==> config.mk <==
export PLATFORM = sky130hd
export DESIGN_NAME = hsvsky_front
export DESIGN_NICKNAME = d
export VERILOG_FILES = /design/src/rtl/hsvsky_pkg.sv /design/src/rtl/hsvsky_front.sv
export SDC_FILE = /design/constraint.sdc
export NUM_CORES = 1
export LEC_CHECK = 0
export ABC_AREA = 1
export BUFFER_PORTS_ARGS = -buffer_cell sky130_fd_sc_hd__buf_2
export CAP_MARGIN = 5
export CORE_AREA = 2 2 240 301
export CTS_BUF_LIST = sky130_fd_sc_hd__clkbuf_8
export DETAILED_ROUTE_END_ITERATION = 8
export DIE_AREA = 0 0 242 303
export GPL_TIMING_DRIVEN = 0
export HOLD_SLACK_MARGIN = 0.15
export PLACE_DENSITY = 0.51
export SLEW_MARGIN = 20
export SYNTH_ARGS = -nofsm -noshare
export SYNTH_HDL_FRONTEND = slang
export SYNTH_SLANG_ARGS = --single-unit
==> constraint.sdc <==
create_clock -name clk_i -period 5.16 [get_ports clk_i]
set_input_delay 1.032 -clock clk_i [delete_from_list [all_inputs] [get_ports clk_i]]
set_output_delay 1.032 -clock clk_i [all_outputs]
set_load 0.01 [all_outputs]
==> src/rtl/hsvsky_pkg.sv <==
// shared constants, types and widths of the hsv to rgb sky colour converter
`default_nettype none

package hsvsky_pkg;

  // hue is carried internally as an unsigned fraction of a turn of this many bits
  localparam int HueBits = 16;

  localparam int FieldW = 16;
  localparam int ChanW  = 8;
  localparam int SectW  = 3;

  // number of register stages between an input beat and its result
  localparam int PipeDepth = 7;

  localparam logic [FieldW-1:0] Q15One = FieldW'(32768);

  // temperature clamp, q3.12 of plus or minus 3.0
  localparam int TempLimit = 12288;
  localparam int TempW     = 15;
  localparam logic signed [FieldW-1:0] TempHi = FieldW'(TempLimit);
  localparam logic signed [FieldW-1:0] TempLo = FieldW'(-TempLimit);

  // sky hue: m = (((458752 - 3t) << HueBits) + 368640) >> 14, hue = m / 45
  localparam int SkyHnW    = 19;
  localparam int SkyHnOff  = 458752;
  localparam int SkyHRound = 368640;
  localparam int SkyHShift = 14;
  localparam int SkyHDiv   = 45;
  localparam int SkyNW     = SkyHnW + HueBits + 1;
  localparam int SkyMW     = SkyNW - SkyHShift;
  localparam int SkyHKW    = SkyMW - 5;
  localparam logic signed [SkyHnW:0] SkyHnOffS = (SkyHnW + 1)'(SkyHnOff);
  localparam logic [SkyHKW-1:0] SkyHRecip = SkyHKW'((64'd1 << SkyMW) / SkyHDiv);

  // sky saturation: xs = (491535 + 8t) >> 1, saturation = xs / 15
  localparam int SkySOff = 491535;
  localparam int SkyXW   = 20;
  localparam int SkySW   = SkyXW - 1;
  localparam int SkySDiv = 15;
  localparam int SkySKW  = SkySW - 3;
  localparam logic signed [SkyXW:0] SkySOffS = (SkyXW + 1)'(SkySOff);
  localparam logic [SkySKW-1:0] SkySRecip = SkySKW'((64'd1 << SkySW) / SkySDiv);

  // six-sector conversion widths
  localparam int FullW     = FieldW + HueBits;
  localparam int ProdW     = 2 * FieldW - 1 + HueBits;
  localparam int ChanShift = ProdW - 1;
  localparam int ScaleW    = ProdW + ChanW;

  typedef enum logic {
    OpHsv = 1'b0,
    OpSky = 1'b1
  } op_e;

  typedef struct packed {
    op_e               opcode;
    logic [FieldW-1:0] hue;
    logic [FieldW-1:0] saturation;
    logic [FieldW-1:0] brightness;
    logic [FieldW-1:0] temperature;
  } req_t;

  typedef struct packed {
    logic               valid;
    logic [HueBits-1:0] hue;
    logic [FieldW-1:0]  saturation;
    logic [FieldW-1:0]  brightness;
  } hsv_beat_t;

endpackage

`default_nettype wire

==> src/rtl/hsvsky_front.sv <==
// front end: input saturation, temperature to hue and saturation, three stages
`default_nettype none

module hsvsky_front (
  input  wire                    clk_i,
  input  wire                    rst_ni,
  input  wire                    req_valid_i,
  input  hsvsky_pkg::req_t       req_i,
  output logic                   req_ready_o,
  output hsvsky_pkg::hsv_beat_t  hsv_o,
  input  wire                    hsv_ready_i
);

  localparam int HB = hsvsky_pkg::HueBits;
  localparam int FW = hsvsky_pkg::FieldW;
  localparam int MW = hsvsky_pkg::SkyMW;
  localparam int KH = hsvsky_pkg::SkyHKW;
  localparam int SW = hsvsky_pkg::SkySW;
  localparam int KS = hsvsky_pkg::SkySKW;

  logic a_valid_q, b_valid_q, c_valid_q;
  logic en_a, en_b, en_c;

  // stage a payload
  hsvsky_pkg::op_e a_op_q;
  logic [HB-1:0]   a_hue_q;
  logic [FW-1:0]   a_sat_q, a_bri_q;
  logic [MW-1:0]   a_m_q;
  logic [SW-1:0]   a_xs_q;

  // stage b payload
  hsvsky_pkg::op_e b_op_q;
  logic [HB-1:0]   b_hue_q;
  logic [FW-1:0]   b_sat_q, b_bri_q;
  logic [MW-1:0]   b_m_q;
  logic [SW-1:0]   b_xs_q;
  logic [KH-1:0]   b_qh_q;
  logic [KS-1:0]   b_qs_q;

  // stage c payload
  logic [HB-1:0]   c_hue_q;
  logic [FW-1:0]   c_sat_q, c_bri_q;

  // stage a logic
  logic [FW+HB-1:0]                      hue_wide;
  logic [HB-1:0]                         hue_h;
  logic [FW-1:0]                         sat_in, bri_in;
  logic signed [FW-1:0]                  t_raw;
  logic signed [hsvsky_pkg::TempW-1:0]   t_c;
  logic signed [hsvsky_pkg::SkyHnW:0]    t_w, hn_s;
  logic signed [hsvsky_pkg::SkyXW:0]     t_x, x_s;
  logic [hsvsky_pkg::SkyNW-1:0]          n_h;

  // stage b and c logic
  logic [MW+KH-1:0] prod_h;
  logic [SW+KS-1:0] prod_s;
  logic [MW-1:0]    rem_h;
  logic [SW-1:0]    rem_s;
  logic [KH-1:0]    q_h;
  logic [KS-1:0]    q_s;

  assign en_c        = !c_valid_q || hsv_ready_i;
  assign en_b        = !b_valid_q || en_c;
  assign en_a        = !a_valid_q || en_b;
  assign req_ready_o = en_a;

  always_comb begin
    // hue rescale: top HueBits bits of the field followed by zeros
    hue_wide = {req_i.hue, {HB{1'b0}}};
    hue_h    = hue_wide[FW+HB-1 -: HB];
    sat_in   = (req_i.saturation > hsvsky_pkg::Q15One) ? hsvsky_pkg::Q15One
                                                       : req_i.saturation;
    bri_in   = (req_i.brightness > hsvsky_pkg::Q15One) ? hsvsky_pkg::Q15One
                                                       : req_i.brightness;

    t_raw = $signed(req_i.temperature);
    if (t_raw > hsvsky_pkg::TempHi) begin
      t_c = hsvsky_pkg::TempW'(hsvsky_pkg::TempHi);
    end else if (t_raw < hsvsky_pkg::TempLo) begin
      t_c = hsvsky_pkg::TempW'(hsvsky_pkg::TempLo);
    end else begin
      t_c = hsvsky_pkg::TempW'(t_raw);
    end

    t_w  = (hsvsky_pkg::SkyHnW + 1)'(t_c);
    hn_s = hsvsky_pkg::SkyHnOffS - (t_w + (t_w <<< 1));
    n_h  = {1'b0, hn_s[hsvsky_pkg::SkyHnW-1:0], {HB{1'b0}}}
           + hsvsky_pkg::SkyNW'(hsvsky_pkg::SkyHRound);

    t_x = (hsvsky_pkg::SkyXW + 1)'(t_c);
    x_s = hsvsky_pkg::SkySOffS + (t_x <<< 3);
  end

  // reciprocal estimates, low by at most one
  assign prod_h = (MW+KH)'(a_m_q) * (MW+KH)'(hsvsky_pkg::SkyHRecip);
  assign prod_s = (SW+KS)'(a_xs_q) * (SW+KS)'(hsvsky_pkg::SkySRecip);

  always_comb begin
    rem_h = b_m_q - MW'(b_qh_q) * MW'(hsvsky_pkg::SkyHDiv);
    rem_s = b_xs_q - SW'(b_qs_q) * SW'(hsvsky_pkg::SkySDiv);
    q_h   = (rem_h >= MW'(hsvsky_pkg::SkyHDiv)) ? b_qh_q + KH'(1) : b_qh_q;
    q_s   = (rem_s >= SW'(hsvsky_pkg::SkySDiv)) ? b_qs_q + KS'(1) : b_qs_q;
  end

  always_ff @(posedge clk_i or negedge rst_ni) begin
    if (!rst_ni) begin
      a_valid_q <= 1'b0;
      b_valid_q <= 1'b0;
      c_valid_q <= 1'b0;
    end else begin
      if (en_a) a_valid_q <= req_valid_i;
      if (en_b) b_valid_q <= a_valid_q;
      if (en_c) c_valid_q <= b_valid_q;
    end
  end

  always_ff @(posedge clk_i) begin
    if (en_a && req_valid_i) begin
      a_op_q  <= req_i.opcode;
      a_hue_q <= hue_h;
      a_sat_q <= sat_in;
      a_bri_q <= bri_in;
      a_m_q   <= n_h[hsvsky_pkg::SkyNW-1:hsvsky_pkg::SkyHShift];
      a_xs_q  <= x_s[SW:1];
    end
    if (en_b && a_valid_q) begin
      b_op_q  <= a_op_q;
      b_hue_q <= a_hue_q;
      b_sat_q <= a_sat_q;
      b_bri_q <= a_bri_q;
      b_m_q   <= a_m_q;
      b_xs_q  <= a_xs_q;
      b_qh_q  <= prod_h[MW+KH-1:MW];
      b_qs_q  <= prod_s[SW+KS-1:SW];
    end
    if (en_c && b_valid_q) begin
      unique case (b_op_q)
        hsvsky_pkg::OpHsv: begin
          c_hue_q <= b_hue_q;
          c_sat_q <= b_sat_q;
          c_bri_q <= b_bri_q;
        end
        hsvsky_pkg::OpSky: begin
          c_hue_q <= q_h[HB-1:0];
          c_sat_q <= FW'(q_s);
          c_bri_q <= hsvsky_pkg::Q15One;
        end
        default: begin
          c_hue_q <= b_hue_q;
          c_sat_q <= b_sat_q;
          c_bri_q <= b_bri_q;
        end
      endcase
    end
  end

  assign hsv_o.valid      = c_valid_q;
  assign hsv_o.hue        = c_hue_q;
  assign hsv_o.saturation = c_sat_q;
  assign hsv_o.brightness = c_bri_q;

endmodule

`default_nettype wire

==> reports/summary.txt <==
CLOCKING
---------------------------------------------------------------------------------
TritonCTS sink count ...............................................          252
Clock root buffer ..................................................     clkbuf_8
Inserted Clock Buffers .............................................           45
Source-to-sink clock delay at the later pin of the worst-skew pair .      0.65 ns
TritonCTS clock tree ...............................................         done
Maximum buffer depth of the clock tree .............................            3
Max H-tree Level ...................................................            2
CTS clock-pin slew for the worst setup and hold paths ..............      0.08 ns

GLOBAL ROUTE
---------------------------------------------------------------------------------
Pin count of the biggest net entering global routing ...............           74
Remaining global-route overflow ....................................            0
Number of antenna violations at the first check in global routing ..            3
Gr usage total .....................................................        0.172
Vias in the first global route .....................................        18900
Global-route wire length before repair .............................      99.6 mm

DRT
---------------------------------------------------------------------------------
First-iteration detailed-routing DRC count .........................          693
Detailed Routing Iterations Pass 1 .................................            7
DRC violation count after routing ..................................            0
Number of vias in the routed layout ................................        18100
Drt via density ....................................................         4.63
Sum of routed wire length over all layers ..........................      63.9 mm
Avg WL per Cell .................................................... 16.3 microns
Remaining antenna violation count ..................................            0

DIE
---------------------------------------------------------------------------------
Number of ports placed on the die boundary .........................          119
Die Span Y .........................................................  303 microns
Die ar. ............................................................  73300 sq um
Width of the die ...................................................  242 microns
Core area ..........................................................  70400 sq um
Initial core utilization ...........................................        0.349
Std-Cell Rows ......................................................          109

STA
---------------------------------------------------------------------------------
Final Slew Violations ..............................................            0
Minimum period implied by the final worst setup slack ..............      5.28 ns
Count of endpoints failing setup in the final report ...............            6
Fin. Hold Viols ....................................................            0
Setup slack after layout ...........................................    -0.122 ns
Transition time at the pin with the least slew margin ..............     0.823 ns
Max transition margin ..............................................        0.452
Fraction of the cycle the final worst path needs ...................         1.02
Largest clock skew in the final design .............................    0.0572 ns
Setup repair after global routing missed its margin ................         true
Max Clk Rate .......................................................    0.189 GHz

WORST SETUP PATH
---------------------------------------------------------------------------------
Data required time of the worst path ...............................      5.53 ns
Crit end category ..................................................     register
Critical Path Source Type ..........................................     register
Data arrival, critical path ........................................      5.65 ns
Crit Path Class ....................................................      reg2reg
Crit-path max FO ...................................................            4

FLOW RUN
---------------------------------------------------------------------------------
Max-Cap Viols ......................................................            0

PLACEMENT
---------------------------------------------------------------------------------
Area after detailed placement ......................................  26500 sq um
Gp weighted congestion .............................................        0.916
Buffers on Ports ...................................................          117
DP Wirelength ......................................................      52.6 mm

SYNTHESIS
---------------------------------------------------------------------------------
Syn avg cell area ..................................................   9.25 sq um
Synthesized instance count .........................................         2651
Number of nets produced by synthesis ...............................         3272
Yosys warning total ................................................            0
Unique cell type count in the Yosys netlist ........................           48
Synth Register Bits ................................................          252
Share of synthesized area occupied by flip-flops and latches .......        0.308
Post-synthesis instance area .......................................  24500 sq um

FINAL LAYOUT
---------------------------------------------------------------------------------
Synthesis-to-finish area growth ....................................        17.1%
Fraction of layout instances using a drive strength above 1 ........        0.150
Final-stage net count ..............................................         3548
Final standard cell area without fillers ...........................  28700 sq um

WORST HOLD PATH
---------------------------------------------------------------------------------
Type of the worst min-delay path ...................................      reg2reg

STATUS
---------------------------------------------------------------------------------
Result of the run .................................................. complete, but fails checks
Failing checks ..................................................... negative setup slack

==> final cells by class <==
type                       instances  area [sq um]
fill                            7044         41600
multi-input combinational       1780         15200
sequential                       252          7550
inverter                         597          2270
timing repair buffer             229          1530
tap                              943          1180
clock buffer                      48           661
clock inverter                    36           259
buffer                            22           115
antenna                            2          5.00
==> layout by cell type (no fill, tap or decap), types with 40 or more instances in the layout <==
cell	synthesis	layout
a21oi_1	116	101
buf_2	5	122
buf_4	3	103
clkbuf_8	0	48
edfxtp_1	249	249
fa_1	210	201
ha_1	342	317
inv_1	593	581
nand2_1	444	431
nand3_1	144	143
nor2_1	188	180
o21ai_0	51	40
xor2_1	74	74
==> worst paths after layout <==
check                      cells past startpoint  slack (ns)  startpoint          to
setup / recovery                              20       -0.12   a_m_q[11]  b_qh_q[11]
setup reg to reg                              20       -0.12   a_m_q[11]  b_qh_q[11]
min in group asynchronous                      2        0.71      rst_ni   a_valid_q
hold reg to reg                                0        0.40  a_sat_q[3]  b_sat_q[3]
max in group asynchronous                      2        4.33      rst_ni   c_valid_q
hold / removal                                 0        0.40  a_sat_q[3]  b_sat_q[3]
==> cells by family (layout without fill, tap and decap cells) <==
group           after synthesis  count (layout)  synth area share
simple gates                889             889             0.158
buf+inv                     619             932            0.0961
fa+ha+maj                   552             552             0.346
flops                       252             252             0.308
compound gates              232             232            0.0535
xor+xnor                    107             107            0.0382
other cells                   0               2                 0
==> routing by layer <==
metal	up-vias	wire [microns]	global-route usage
li1	9058	-	-
met3	92	1720	0.0184
met4	0	1790	0.0550
met1	8677	28000	0.215
met5	-	0	0
met2	289	32400	0.313
==> critical path: stages, from the launching register on <==
cell and delay [ns]:
edfxtp_1 0.50, buf_6 0.18, ha_4 0.28, inv_6 0.04, fa_1 0.49, inv_2 0.04
fa_1 0.53, inv_1 0.05, fa_1 0.51, fa_2 0.45, fa_1 0.50, inv_2 0.06
ha_4 0.23, buf_4 0.13, buf_6 0.12, a21oi_4 0.11, o21a_1 0.23, o21ai_2 0.09
a221oi_2 0.23, nand2_1 0.10, xor2_1 0.15
==> cell usage after synthesis, drive strengths merged <==
cell type / count / area share
nor2: 195 / 0.032
o221ai: 1 / 0.00036
buf: 11 / 0.0030
ha: 342 / 0.17
a31oi: 8 / 0.0020
a21o: 8 / 0.0024
o21bai: 13 / 0.0040
or2: 2 / 0.00051
dfrtp: 3 / 0.0031
nand3b: 12 / 0.0037
o21a: 7 / 0.0021
o211ai: 8 / 0.0024
nand2: 455 / 0.071
xor2: 74 / 0.026
and2: 7 / 0.0018
o31ai: 2 / 0.00061
edfxtp: 249 / 0.30
o21ai: 59 / 0.012
nor4: 18 / 0.0046
nor3: 23 / 0.0049
nor3b: 1 / 0.00031
a21boi: 2 / 0.0011
fa: 210 / 0.17
nand4: 23 / 0.0061
inv: 596 / 0.091
a221oi: 3 / 0.0011
clkbuf: 11 / 0.0017
nand3: 153 / 0.034
clkinv: 1 / 0.00015
xnor2: 33 / 0.012
a211oi: 3 / 0.00092
a21oi: 118 / 0.024
==> through the flow <==
stage	std cells	worst slack, ns	TNS [ns]	utilization	hold slack, ns
5_1_grt	3909	-0.299	-1.90	0.408	0.396
2_1_floorplan	2651	0.00129	0	-	0.400
3_5_place_dp	3715	-0.652	-6.64	0.376	0.405
3_3_place_gp	3711	-0.766	-73.47	0.374	0.403
6_report	3909	-0.122	-0.463	0.408	0.398
4_1_cts	3845	-0.154	-0.190	0.398	0.374
==> flip-flops by register name (all words and copies together) (netlist names), 15 cells and up <==
name and flops:
a_m_q 20, b_m_q 20, b_qh_q 17, a_bri_q 16, a_hue_q 16, a_sat_q 16, b_bri_q 16, b_hue_q 16
b_qs_q 16, b_sat_q 16, c_bri_q 16, c_hue_q 16, c_sat_q 16, a_xs_q 15, b_xs_q 15
==> timing repair <==
| action | CTS | global route |
|---|---|---|
| gates resized for setup | 66 | 72 |
| pin swaps | 67 | 29 |
| endpoints found under the setup margin | 23 | 46 |
| hold buffers | 1 | 0 |
| endpoints found under the hold margin | 3 | 0 |
| setup buffers | 45 | 65 |
Power is left out: the tool's default activity adds up to more than one toggle a clock period on the data nets, which glitch-free logic cannot reach.
